==> src/sv/midi_clock_nudge_filter_defines.svh <==
// assertion macros shared by the midi clock nudge filter modules
// no dependencies; included by files that carry concurrent assertions
`ifndef MIDI_CLOCK_NUDGE_FILTER_DEFINES_SVH
`define MIDI_CLOCK_NUDGE_FILTER_DEFINES_SVH

// same-cycle implication, disabled during reset
`define MCNF_ASSERT_SAME(label, clk, rst, ante, cons, msg) \
   label: assert property (@(posedge clk) disable iff (rst) (ante) |-> (cons)) \
      else $error(msg);

// next-cycle implication, disabled during reset
`define MCNF_ASSERT_NEXT(label, clk, rst, ante, cons, msg) \
   label: assert property (@(posedge clk) disable iff (rst) (ante) |=> (cons)) \
      else $error(msg);

`endif

==> src/sv/mcnf_pkg.sv <==
// types and constants of the midi clock nudge filter
// no dependencies; imported by every module of the block
`default_nettype none

package mcnf_pkg;

   localparam logic [7:0] MIDI_CLOCK    = 8'hf8;
   localparam logic [7:0] MIDI_START    = 8'hfa;
   localparam logic [7:0] MIDI_CONTINUE = 8'hfb;
   localparam logic [7:0] MIDI_STOP     = 8'hfc;

   // debounced key codes
   localparam logic [2:0] KEY_CONTINUE = 3'b001;
   localparam logic [2:0] KEY_SLIP     = 3'b010;
   localparam logic [2:0] KEY_CLOCK    = 3'b011;
   localparam logic [2:0] KEY_STOP     = 3'b100;
   localparam logic [2:0] KEY_START    = 3'b110;

   localparam logic [7:0] SLIP_MAX = 8'd255;

   localparam logic [7:0] DEBOUNCE_RESET    = 8'd20;
   localparam logic [7:0] LED_RUNNING_RESET = 8'd50;
   localparam logic [7:0] LED_STOPPED_RESET = 8'd1;
   localparam logic [6:0] TICKS_RESET       = 7'd24;

   localparam int QUEUE_DEPTH = 2;
   localparam int QPTR_W      = $clog2(QUEUE_DEPTH);
   localparam int QCNT_W      = $clog2(QUEUE_DEPTH + 1);

   typedef enum logic [1:0] {
      REQ_RX   = 2'd0,
      REQ_KEY  = 2'd1,
      REQ_TICK = 2'd2,
      REQ_NONE = 2'd3
   } req_kind_type;

   typedef enum logic [1:0] {
      CSR_DEBOUNCE    = 2'd0,
      CSR_LED_RUNNING = 2'd1,
      CSR_LED_STOPPED = 2'd2,
      CSR_TICKS       = 2'd3
   } csr_index_type;

   typedef enum logic [2:0] {
      OP_NONE,
      OP_CLOCK,
      OP_START,
      OP_STOP,
      OP_CONT,
      OP_PASS,
      OP_KEY,
      OP_TICK
   } op_kind_type;

   typedef struct packed {
      op_kind_type kind;
      logic [7:0]  data;
   } op_entry_type;

   typedef struct packed {
      logic q_full;
      logic norm_busy;
   } front_hold_type;

endpackage

`default_nettype wire

==> src/sv/midi_clock_nudge_filter.sv <==
// midi_clock_nudge_filter: midi pass-through that can hold back clock bytes
//
// req channel: one word per event. tuser gives the kind (received byte, key
// scan sample, millisecond tick); tdata carries the byte and the key lines.
// rsp channel: exactly one word per request word, in order. tuser is set
// when tdata[7:0] is a byte to transmit; tdata[8] is the beat led level.
// csr port: csr_we writes csr_wdata into the register selected by csr_addr
// (debounce, led hold running, led hold stopped, ticks per beat).
// A request word is written into the queue and its result into the result
// register; one word per cycle is sustained while the result side takes
// words and no beat count reduction runs. A two-entry queue sits between
// classify and execute, and the result register lets a new word be
// executed while the old one is taken. Writing ticks per beat starts a
// beat count reduction, one subtract per cycle, that holds req_tready low.
// Reset is synchronous; it restores the register defaults and clears all
// filter state and the queue. A stalled rsp side fills the queue, then
// drops req_tready; no word is lost.
`default_nettype none

module midi_clock_nudge_filter (
   input  wire logic        clock,
   input  wire logic        reset,
   input  wire logic        req_tvalid,
   output logic             req_tready,
   input  wire logic [15:0] req_tdata,  // rx_byte[7:0], key_lines[10:8]
   input  wire logic [1:0]  req_tuser,  // req_type
   output logic             rsp_tvalid,
   input  wire logic        rsp_tready,
   output logic [15:0]      rsp_tdata,  // send_byte[7:0], led_on[8]
   output logic             rsp_tuser,  // send_valid
   input  wire logic        csr_we,
   input  wire logic [1:0]  csr_addr,
   input  wire logic [7:0]  csr_wdata
);
   import mcnf_pkg::*;

   front_hold_type hold;
   op_entry_type   push_entry;
   op_entry_type   q_entry;
   logic           push;
   logic           pop;
   logic           q_valid;
   logic           q_full;
   logic           norm_busy;

   assign hold.q_full    = q_full;
   assign hold.norm_busy = norm_busy;

   mcnf_front u_front (
      .req_tvalid (req_tvalid),
      .req_tready (req_tready),
      .req_tdata  (req_tdata),
      .req_tuser  (req_tuser),
      .hold       (hold),
      .push       (push),
      .push_entry (push_entry)
   );

   mcnf_queue u_queue (
      .clock      (clock),
      .reset      (reset),
      .push       (push),
      .push_entry (push_entry),
      .pop        (pop),
      .q_valid    (q_valid),
      .q_full     (q_full),
      .q_entry    (q_entry)
   );

   mcnf_back u_back (
      .clock      (clock),
      .reset      (reset),
      .csr_we     (csr_we),
      .csr_addr   (csr_addr),
      .csr_wdata  (csr_wdata),
      .q_valid    (q_valid),
      .q_entry    (q_entry),
      .pop        (pop),
      .norm_busy  (norm_busy),
      .rsp_tvalid (rsp_tvalid),
      .rsp_tready (rsp_tready),
      .rsp_tdata  (rsp_tdata),
      .rsp_tuser  (rsp_tuser)
   );

endmodule

`default_nettype wire

==> src/sv/mcnf_front.sv <==
// front end: accepts request words and classifies them into operations
// depends on mcnf_pkg
`default_nettype none

module mcnf_front (
   input  wire logic                  req_tvalid,
   output logic                       req_tready,
   input  wire logic [15:0]           req_tdata,  // rx_byte[7:0], key_lines[10:8]
   input  wire logic [1:0]            req_tuser,  // req_type
   input  wire mcnf_pkg::front_hold_type hold,
   output logic                       push,
   output mcnf_pkg::op_entry_type     push_entry
);
   import mcnf_pkg::*;

   logic [7:0] rx_byte;
   logic [2:0] key_lines;

   assign rx_byte    = req_tdata[7:0];
   assign key_lines  = req_tdata[10:8];
   assign req_tready = !hold.q_full && !hold.norm_busy;
   assign push       = req_tvalid && req_tready;

   always_comb begin
      push_entry.kind = OP_NONE;
      push_entry.data = 8'd0;
      unique case (req_kind_type'(req_tuser))
         REQ_RX: begin
            push_entry.data = rx_byte;
            unique case (rx_byte)
               MIDI_CLOCK:    push_entry.kind = OP_CLOCK;
               MIDI_START:    push_entry.kind = OP_START;
               MIDI_STOP:     push_entry.kind = OP_STOP;
               MIDI_CONTINUE: push_entry.kind = OP_CONT;
               default:       push_entry.kind = OP_PASS;
            endcase
         end
         REQ_KEY: begin
            push_entry.kind = OP_KEY;
            push_entry.data = {5'd0, key_lines};
         end
         REQ_TICK: push_entry.kind = OP_TICK;
         default:  push_entry.kind = OP_NONE;
      endcase
   end

endmodule

`default_nettype wire

==> src/sv/mcnf_queue.sv <==
// short operation queue between the front end and the back end
// depends on mcnf_pkg and midi_clock_nudge_filter_defines.svh
`default_nettype none

`include "midi_clock_nudge_filter_defines.svh"

module mcnf_queue (
   input  wire logic                  clock,
   input  wire logic                  reset,
   input  wire logic                  push,
   input  wire mcnf_pkg::op_entry_type push_entry,
   input  wire logic                  pop,
   output logic                       q_valid,
   output logic                       q_full,
   output mcnf_pkg::op_entry_type     q_entry
);
   import mcnf_pkg::*;

   op_entry_type       entry_ff [QUEUE_DEPTH];
   logic [QPTR_W-1:0]  wr_ptr_ff, wr_ptr_in;
   logic [QPTR_W-1:0]  rd_ptr_ff, rd_ptr_in;
   logic [QCNT_W-1:0]  count_ff, count_in;

   assign q_valid = (count_ff != '0);
   assign q_full  = (count_ff == QCNT_W'(QUEUE_DEPTH));
   assign q_entry = entry_ff[rd_ptr_ff];

   always_comb begin
      wr_ptr_in = wr_ptr_ff;
      rd_ptr_in = rd_ptr_ff;
      count_in  = count_ff;
      if (push) begin
         wr_ptr_in = (wr_ptr_ff == QPTR_W'(QUEUE_DEPTH - 1)) ? '0 : wr_ptr_ff + 1'b1;
      end
      if (pop) begin
         rd_ptr_in = (rd_ptr_ff == QPTR_W'(QUEUE_DEPTH - 1)) ? '0 : rd_ptr_ff + 1'b1;
      end
      if (push && !pop) begin
         count_in = count_ff + 1'b1;
      end else if (pop && !push) begin
         count_in = count_ff - 1'b1;
      end
   end

   always_ff @(posedge clock) begin
      if (reset) begin
         wr_ptr_ff <= '0;
         rd_ptr_ff <= '0;
         count_ff  <= '0;
      end else begin
         wr_ptr_ff <= wr_ptr_in;
         rd_ptr_ff <= rd_ptr_in;
         count_ff  <= count_in;
      end
   end

   always_ff @(posedge clock) begin
      if (push) begin
         entry_ff[wr_ptr_ff] <= push_entry;
      end
   end

   `MCNF_ASSERT_SAME(a_no_push_full, clock, reset, push, !q_full, "push into full queue")
   `MCNF_ASSERT_SAME(a_no_pop_empty, clock, reset, pop, q_valid, "pop from empty queue")

endmodule

`default_nettype wire

==> src/sv/mcnf_back.sv <==
// back end: configuration registers, filter state, operation execution
// and the result register; depends on mcnf_pkg and the assertion macros
`default_nettype none

`include "midi_clock_nudge_filter_defines.svh"

module mcnf_back (
   input  wire logic                  clock,
   input  wire logic                  reset,
   input  wire logic                  csr_we,
   input  wire logic [1:0]            csr_addr,
   input  wire logic [7:0]            csr_wdata,
   input  wire logic                  q_valid,
   input  wire mcnf_pkg::op_entry_type q_entry,
   output logic                       pop,
   output logic                       norm_busy,
   output logic                       rsp_tvalid,
   input  wire logic                  rsp_tready,
   output logic [15:0]                rsp_tdata,  // send_byte[7:0], led_on[8]
   output logic                       rsp_tuser   // send_valid
);
   import mcnf_pkg::*;

   logic [7:0] debounce_ms_ff, led_running_ms_ff, led_stopped_ms_ff;
   logic [6:0] ticks_ff;

   logic       running_ff, running_in;
   logic [7:0] slip_ff, slip_in;          // pending slip ticks, magnitude
   logic [6:0] beat_ff, beat_in;
   logic [6:0] beat_mod_ff, beat_mod_in;  // beat count modulo ticks per beat
   logic       clock_seen_ff, clock_seen_in;
   logic [2:0] last_keys_ff, last_keys_in;
   logic [7:0] debounce_ff, debounce_in;
   logic [7:0] led_left_ff, led_left_in;
   logic       led_level_ff, led_level_in;
   logic       busy_ff, busy_in;

   logic       rsp_valid_ff;
   logic       send_valid_ff;
   logic [7:0] send_byte_ff;
   logic       led_on_ff;

   logic       tx;
   logic [7:0] tb;
   logic [2:0] keys;
   logic [7:0] beat_next;

   assign norm_busy  = busy_ff;
   assign pop        = q_valid && !busy_ff && (!rsp_valid_ff || rsp_tready);
   assign rsp_tvalid = rsp_valid_ff;
   assign rsp_tuser  = send_valid_ff;
   assign rsp_tdata  = {7'd0, led_on_ff, send_byte_ff};
   assign keys       = q_entry.data[2:0];
   assign beat_next  = {1'b0, beat_mod_ff} + 8'd1;

   // configuration registers
   always_ff @(posedge clock) begin
      if (reset) begin
         debounce_ms_ff    <= DEBOUNCE_RESET;
         led_running_ms_ff <= LED_RUNNING_RESET;
         led_stopped_ms_ff <= LED_STOPPED_RESET;
         ticks_ff          <= TICKS_RESET;
      end else if (csr_we) begin
         unique case (csr_index_type'(csr_addr))
            CSR_DEBOUNCE:    debounce_ms_ff    <= csr_wdata;
            CSR_LED_RUNNING: led_running_ms_ff <= csr_wdata;
            CSR_LED_STOPPED: led_stopped_ms_ff <= csr_wdata;
            CSR_TICKS:       ticks_ff          <= csr_wdata[6:0];
            default:         ;
         endcase
      end
   end

   always_comb begin
      running_in    = running_ff;
      slip_in       = slip_ff;
      beat_in       = beat_ff;
      beat_mod_in   = beat_mod_ff;
      clock_seen_in = clock_seen_ff;
      last_keys_in  = last_keys_ff;
      debounce_in   = debounce_ff;
      led_left_in   = led_left_ff;
      led_level_in  = led_level_ff;
      busy_in       = busy_ff;
      tx            = 1'b0;
      tb            = 8'd0;

      // bring the reduced count below a newly written ticks per beat, one subtract a cycle;
      // the visible beat count keeps its value until the next clock or start word
      if (busy_ff) begin
         if (ticks_ff != 7'd0 && beat_mod_ff >= ticks_ff) begin
            beat_mod_in = beat_mod_ff - ticks_ff;
         end else begin
            busy_in = 1'b0;
         end
      end

      if (pop) begin
         case (q_entry.kind)
            OP_CLOCK: begin
               if (running_ff) begin
                  if (slip_ff != 8'd0) begin
                     slip_in = slip_ff - 8'd1;
                  end else begin
                     tx = 1'b1;
                     tb = MIDI_CLOCK;
                  end
               end
               clock_seen_in = 1'b1;
               if (ticks_ff == 7'd0 || beat_next == {1'b0, ticks_ff}) begin
                  beat_in = 7'd0;
               end else begin
                  beat_in = beat_next[6:0];
               end
               beat_mod_in = beat_in;
            end
            OP_START: begin
               running_in  = 1'b1;
               beat_in     = 7'd0;
               beat_mod_in = 7'd0;
            end
            OP_STOP: running_in = 1'b0;
            OP_CONT: running_in = 1'b1;
            OP_PASS: begin
               tx = 1'b1;
               tb = q_entry.data;
            end
            OP_KEY: begin
               if (debounce_ff == 8'd0 && keys != last_keys_ff) begin
                  debounce_in  = debounce_ms_ff;
                  last_keys_in = keys;
                  case (keys)
                     KEY_SLIP: begin
                        if (slip_ff != SLIP_MAX) begin
                           slip_in = slip_ff + 8'd1;
                        end
                     end
                     KEY_CLOCK: begin
                        tx = 1'b1;
                        tb = MIDI_CLOCK;
                     end
                     KEY_START: begin
                        tx         = 1'b1;
                        tb         = MIDI_START;
                        running_in = 1'b1;
                     end
                     KEY_STOP: begin
                        tx         = 1'b1;
                        tb         = MIDI_STOP;
                        running_in = 1'b0;
                     end
                     KEY_CONTINUE: begin
                        tx         = 1'b1;
                        tb         = MIDI_CONTINUE;
                        running_in = 1'b1;
                     end
                     default: ;
                  endcase
               end
            end
            OP_TICK: begin
               if (debounce_ff != 8'd0) begin
                  debounce_in = debounce_ff - 8'd1;
               end
               if (led_left_ff != 8'd0) begin
                  led_left_in = led_left_ff - 8'd1;
                  if (led_left_ff == 8'd1) begin
                     led_level_in = 1'b0;
                  end
               end
            end
            default: ;
         endcase

         // beat led fires on every real item that leaves the beat at zero, once a clock word has been seen
         if (q_entry.kind != OP_NONE && clock_seen_in && beat_in == 7'd0) begin
            led_level_in = 1'b1;
            led_left_in  = running_in ? led_running_ms_ff : led_stopped_ms_ff;
         end
      end

      // a new ticks per beat restarts the reduction from the visible count
      if (csr_we && csr_index_type'(csr_addr) == CSR_TICKS) begin
         busy_in     = 1'b1;
         beat_mod_in = beat_in;
      end
   end

   always_ff @(posedge clock) begin
      if (reset) begin
         running_ff    <= 1'b0;
         slip_ff       <= 8'd0;
         beat_ff       <= 7'd0;
         beat_mod_ff   <= 7'd0;
         clock_seen_ff <= 1'b0;
         last_keys_ff  <= 3'd0;
         debounce_ff   <= 8'd0;
         led_left_ff   <= 8'd0;
         led_level_ff  <= 1'b0;
         busy_ff       <= 1'b0;
         rsp_valid_ff  <= 1'b0;
      end else begin
         running_ff    <= running_in;
         slip_ff       <= slip_in;
         beat_ff       <= beat_in;
         beat_mod_ff   <= beat_mod_in;
         clock_seen_ff <= clock_seen_in;
         last_keys_ff  <= last_keys_in;
         debounce_ff   <= debounce_in;
         led_left_ff   <= led_left_in;
         led_level_ff  <= led_level_in;
         busy_ff       <= busy_in;
         if (pop) begin
            rsp_valid_ff <= 1'b1;
         end else if (rsp_tready) begin
            rsp_valid_ff <= 1'b0;
         end
      end
   end

   always_ff @(posedge clock) begin
      if (pop) begin
         send_valid_ff <= tx;
         send_byte_ff  <= tb;
         led_on_ff     <= led_level_in;
      end
   end

   `MCNF_ASSERT_SAME(a_beat_in_range, clock, reset, !busy_ff && ticks_ff != 7'd0,
      beat_mod_ff < ticks_ff, "beat count not below ticks per beat")
   `MCNF_ASSERT_NEXT(a_no_phantom_word, clock, reset, !rsp_valid_ff && !pop,
      !rsp_valid_ff, "result word without an operation")

endmodule

`default_nettype wire

==> config.mk <==
export PLATFORM = sky130hd
export DESIGN_NAME = midi_clock_nudge_filter
export DESIGN_NICKNAME = d
export VERILOG_FILES = /design/src/sv/mcnf_pkg.sv /design/src/sv/midi_clock_nudge_filter.sv /design/src/sv/mcnf_front.sv /design/src/sv/mcnf_queue.sv /design/src/sv/mcnf_back.sv
export VERILOG_INCLUDE_DIRS = /design/src /design/src/sv
export SDC_FILE = /design/constraint.sdc
export NUM_CORES = 1
export LEC_CHECK = 0
export BUFFER_PORTS_ARGS = -buffer_cell sky130_fd_sc_hd__buf_4
export CORE_MARGIN = 2
export CORE_UTILIZATION = 35
export CTS_CLUSTER_DIAMETER = 200
export DETAILED_ROUTE_END_ITERATION = 10
export PLACE_DENSITY = 0.62
export SLEW_MARGIN = 40
export SYNTH_ARGS = -nofsm -noshare
export SYNTH_HDL_FRONTEND = slang
export SYNTH_SLANG_ARGS = --single-unit
==> constraint.sdc <==
create_clock -name clock -period 7.4 [get_ports clock]
set_clock_uncertainty 0.05 [all_clocks]
set_input_delay 2.22 -clock clock [delete_from_list [all_inputs] [get_ports clock]]
set_output_delay 2.22 -clock clock [all_outputs]
set_load 0.005 [all_outputs]
# Word level (Yosys, flattened, before mapping)
# Memories as Yosys holds them, arrays and structs flattened. A register that Yosys moved wholly into a read port is not among the register bits.
# Index checks and enable logic that the tools add are counted.
[op_classes] n_addsub=10 order_cmp=1 eq_ne=32 mux=59 n_reduce_logical=46
[ops] op="$mux 8" n=14
[ops] op="$mux 7" n=7
[ops] op="$pmux 8 s2" n=3
[ops] op="$eq 8x8->1 const B" n=4
[ops] op="$pmux 8 s4" n=1
[ops] op="$pmux 7 s2" n=2
[ops] op="$mux 1" n=24
[ops] op="$pmux 8 s3" n=1
[ops] op="$reduce_bool 8->1" n=3
[ops] op="$sub 8x1->8 const B" n=3
[ops] op="$eq 3x3->1 const B" n=6
[ops] op="$logic_not 7->1" n=2
[ops] op="$reduce_bool 2->1" n=7
[ops] op="$eq 3x2->1 const B" n=4
[ops] op="$ne 2x1->1 const B" n=6
[ops] op="$pmux 3 s4" n=1
[ops] op="$logic_and 1x1->1" n=11
[ops] op="$pmux 3 s3" n=1
[ops] op="$add 7x1->8 const B" n=1
[ops] op="$add 8x1->8 const B" n=1
[ops] op="$eq 2x2->1 const B" n=4
[ops] op="$eq 8x1->1 const B" n=1
[ops] op="$eq 8x7->1" n=1
[ops] op="$logic_not 8->1" n=1
[ops] op="23 further kinds" n=39
[word_totals] ff_bits=91 mem_bits_rw=22 input_bits=33 out_inout_bits=19 word_cells=170 n_memories=1
[memory_table] name="u_queue.entry_ff" words=2 width=11 rd=1 rd_clocked_by_memory_dff=1 wr=1 line="mcnf_queue.sv:19" rtl="op_entry_type entry_ff [QUEUE_DEPTH];"

# Longest topological paths before layout
[depth] depth_word=10 mapped_depth=15 ltp_nobuf=13

# Cells and area by module
# Synthesis repeated with hierarchy kept, for this count alone.
[hier_totals] cells_unflattened=691 area_unflattened_um2=6278.5
[by_module_without_submodules] mod="mcnf_back" instances=1 cells_per_inst=606 area_each_um2=5076.1 seq_area_each_um2=1841.8
[by_module_without_submodules] mod="mcnf_queue" instances=1 cells_per_inst=56 area_each_um2=999.7 seq_area_each_um2=760.7
[by_module_without_submodules] mod="mcnf_front" instances=1 cells_per_inst=29 area_each_um2=202.7 seq_area_each_um2=0.0

# Worst setup path before layout
# Ideal clock, no wire load.
[synth_path] path_type="input port to flip-flop" start="input port rsp_tready" end="register u_back.beat_mod_ff[0]" setup_time_ns=0.128 arrival_ns=3.650 required_time_ns=7.222 setup_slack_ns=3.571 cell_stages=7 path_cell_list="nand2b_1 -> nand2b_1 -> clkinv_1 -> o2111a_1 -> and2_1 -> a221oi_1 -> nor3_1"
[synth_between] elab_chain_len=4 word_cells_on_any_way=5 cone_classes="3 x mux; 2 x reduce/logical"
[synth_rtl] item="start, declared" line="midi_clock_nudge_filter.sv:28" rtl="input wire logic rsp_tready,"
[synth_rtl] item="$logic_or 1x1->1 (*)" line="mcnf_back.sv:49" rtl="assign pop = q_valid && !busy_ff && (!rsp_valid_ff || rsp_tready);"
[synth_rtl] item="$logic_and 1x1->1 (*)" line="mcnf_back.sv:49"
[synth_rtl] item="named net pop" line="midi_clock_nudge_filter.sv:41" rtl="logic pop;"
[synth_rtl] item="$mux 7" line="mcnf_back.sv:98" rtl="if (pop) begin"
[synth_rtl] item="$mux 7 (*)" line="mcnf_back.sv:183" rtl="if (csr_we && csr_index_type'(csr_addr) == CSR_TICKS) begin"
[synth_rtl] item="end signal, assigned" line="mcnf_back.sv:206" rtl="beat_mod_ff <= beat_mod_in;"
[synth_rtl] item="end, declared" line="mcnf_back.sv:30" rtl="logic [6:0] beat_mod_ff, beat_mod_in;"
# The timed path passes the listed nets; every way through them passes the cells marked *.
# A chain may end at the register's enable or synchronous reset.

# Worst setup path after layout
[layout_path] start="input port rsp_tready" end="register u_back.led_left_ff[0]"
[layout_between] elab_chain_len=3
[layout_rtl] item="$logic_or 1x1->1" line="mcnf_back.sv:49"
[layout_rtl] item="$logic_and 1x1->1" line="mcnf_back.sv:49"
[layout_rtl] item="named net pop" line="midi_clock_nudge_filter.sv:41"
[layout_rtl] item="$reduce_and 3->1 (no source line)"
[layout_rtl] item="end signal, assigned" line="mcnf_back.sv:210" rtl="led_left_ff <= led_left_in;"
[layout_rtl] item="end, declared" line="mcnf_back.sv:34" rtl="logic [7:0] led_left_ff, led_left_in;"
# The timed path passes the listed nets, and every way through them passes these cells.

==> flow_summary.yaml <==
placed_design:
  hpwl_um: 10200
  place.gp.congestion: 0.877
  port_buffers: 39
timing:
  worst_pin_slew_ps: 768
  period_needed_ps: 4550
  fin_crit_sh_pct: 61.5
  timing.fmax_mhz: 220
  hold_viol: 0
  slew_viol_final: 0
  rsz0062_at_grt: "no"
  setup_viol: 0
  final.setup.tns_ps: 0
  maxSlewHeadroom_pct: 48.5
setup_path:
  critPathMaxStageDelay_ps: 830
  critPathLaunchType: "input pin"
  path_max_fanout: 18
  r2r_cells: 13
  worstPathCellList: "buf_4 -> nand2b_1 -> nand2b_1 -> clkinv_1 -> nand3_1 -> nor2_1 -> nor4bb_2"
  cpMaxStageDelayCell: "clkinv_1"
  crit_top_cell: "nand2b_1"
  cp_data_required_time_ps: 7680
  cp-end-kind: "register"
  arrival_ps: 4840
  path_class: "in2reg"
clocking:
  clkLatencyLatePin_ps: 420
  htreeDepth: 4
  cts_root_buf: "clkbuf_16"
  cts_max_path_buffers: 2
  cts_tree: "built"
  postCtsSetupRepairBufs: 0
  clk_pin_slew_worst_paths_ps: 50
  cts.sinks: 114
  ctsHoldBuffers: 0
  cts_buffers: 17
  post_cts_resize_count: 0
floorplanning:
  dieArea_sq_um: 19200
  fp.dieH_um: 138
  start_util_pct: 35.5
  io_pins: 52
  core_area_sq_um: 17800
  fp.dieW_um: 138
  rows: 49
synthesis:
  async_flop_share_pct: 0
  post_synth.cell_area_avg_sq_um: 8.97
  yosys.cell_types.count: 82
  yosys_warnings: 0
  synth_seq_cells: 114
  synth_area_sq_um: 6320
  ys_seq_area_share_pct: 41.1
  synthCells: 705
  yosys_most_used_dff: "dfxtp_1"
  synth-edff-count: 32
final_layout:
  antenna_cells: 0
  drive_above_1_share_pct: 12.4
  final_nets: 792
  area_growth_pct: 16.9
outcome:
  status: "complete, no violations"
global_route:
  grt_use_total_pct: 15.3
  antenna_found_initial: 0
  grt_max_degree: 82
  first_global_vias: 4675
  grt_remaining_overflow: 0
  grt_pass1_wl_um: 23700
route:
  dr_total_vias: 5178
  vias_per_cell: 5.30
  ant_nets: 0
  first_pass_iters: 4
  drtIter0Drc: 263
  drc: 0
  wl_per_cell_um: 14.8
  drt_wl_total_um: 14500
power:
  power_mw: 2.45
  ir_drop_uv: 208
  power_density_nw_per_um2: 331
  power_leakage_nw: 2.87
run:
  cap_violations: 0
hold_path:
  hold_depth: 2
  hold_path_class: "reg2reg"
worst max-delay path: cells and delay by family:
family	cells	cell delay, ps
and+or+nand+nor	5	1680
buffers and inverters	2	930
synthesized netlist by cell type, types with 9 or more instances:
cell type | instances | area share [%]
nand2_1 | 85 | 5.0
dfxtp_1 | 82 | 26
nor2_1 | 65 | 3.9
a21oi_1 | 60 | 4.7
edfxtp_1 | 32 | 15
o21ai_0 | 32 | 2.5
mux2i_1 | 27 | 4.3
inv_1 | 25 | 1.5
ha_1 | 22 | 4.4
xnor2_1 | 16 | 2.2
clkbuf_1 | 15 | 0.89
nand3_1 | 13 | 1.0
nor3_1 | 13 | 1.0
xor2_1 | 13 | 1.8
nand2b_1 | 10 | 0.99
a31oi_1 | 9 | 0.89
metrics by stage:
| stage | area [sq um] | setup WS [ps] | cells | hold slack (ps) | util, % |
|---|---|---|---|---|---|
| floorplan | 6350 | 3570 | 711 | 382 | - |
| global placement | 6750 | 2380 | 945 | 388 | 37.9 |
| detailed placement | 6760 | 2390 | 945 | 392 | 37.9 |
| CTS | 7390 | 2830 | 977 | 400 | 41.4 |
| global route | 7390 | 2560 | 977 | 424 | 41.4 |
| finish | 7390 | 2850 | 977 | 400 | 41.4 |
layer usage:
metal	track usage, %	up-vias	wire [um]
met1	21.2	2432	7140
met3	3.71	21	561
li1	-	2617	-
met2	23.2	108	6540
met4	5.53	0	221
met5	0	-	0
cells in the final DEF (no fill, tap or decap), drive strengths merged, types with 5 or more instances in the layout:
cell,netlist,routed
or3,8,8
xor2,13,13
and2,8,8
nor2,65,65
a31oi,10,10
ha,22,22
mux2,6,6
conb,1,7
nand2b,10,10
a21oi,60,60
xnor2,17,17
nor2b,6,6
nand3b,5,5
a211o,5,5
dfxtp,82,82
nor3,14,14
nand2,85,85
mux2i,30,30
edfxtp,32,32
buf,20,41
o22ai,9,9
a211oi,7,7
or2,8,8
and3,7,7
inv,25,25
clkinv,1,6
clkbuf,16,25
a22oi,8,8
nand3,14,14
o21ai,35,35
nand4,6,6
nor4,7,7
a21o,6,6
final cells by class:
class	instances	area, sq um
Timing Repair Buffer	41	312
Clock inverter	7	92.6
Sequential cell	114	2600
Clock buffer	25	538
Tap cell	229	287
Multi-Input combinational cell	535	3470
Inverter	26	97.6
Fill cell	1756	10400
final timing paths:
path | from | to | slack, ps
max reg2reg | register | u_back.slip_ff[7] | 3340
max | rsp_tready | u_back.led_left_ff[0] | 2850
min | u_back.led_running_ms_ff[0] | u_back.led_running_ms_ff[0] | 400
min reg2reg | u_back.led_running_ms_ff[0] | u_back.led_running_ms_ff[0] | 400
state kept, by name, indices dropped and copies added (netlist names), 2 cells and up, named ones only:
signal                    flops
u_back.led_left_ff            8
u_back.ticks_ff               7
u_back.led_running_ms_ff      8
u_back.debounce_ms_ff         8
u_queue.count_ff              2
u_back.beat_mod_ff            7
u_back.debounce_ff            8
u_back.slip_ff                8
u_back.last_keys_ff           3
u_back.led_stopped_ms_ff      8
u_back.send_byte_ff           8
u_queue.entry_ff             22
u_back.beat_ff                7
power breakdown:
part           internal (mW)  switching, mW  total (mW)
Combinational          0.321          0.434       0.756
Sequential             0.758         0.0828       0.841
Clock                  0.571          0.283       0.854
Total                   1.65          0.800        2.45
kinds of logic after synthesis:
kind of cell	after synthesis	synth area share (%)
AOI/OAI and AO/OA	184	19.4
xor gates and xnor gates	30	4.27
adders and majority gates	24	4.99
buffers and inverters	62	4.51
DFF	114	41.1
muxes	36	6.13
other	1	0.0593
and+or+nand+nor	254	19.4
Power figures use the tool's default switching activity.
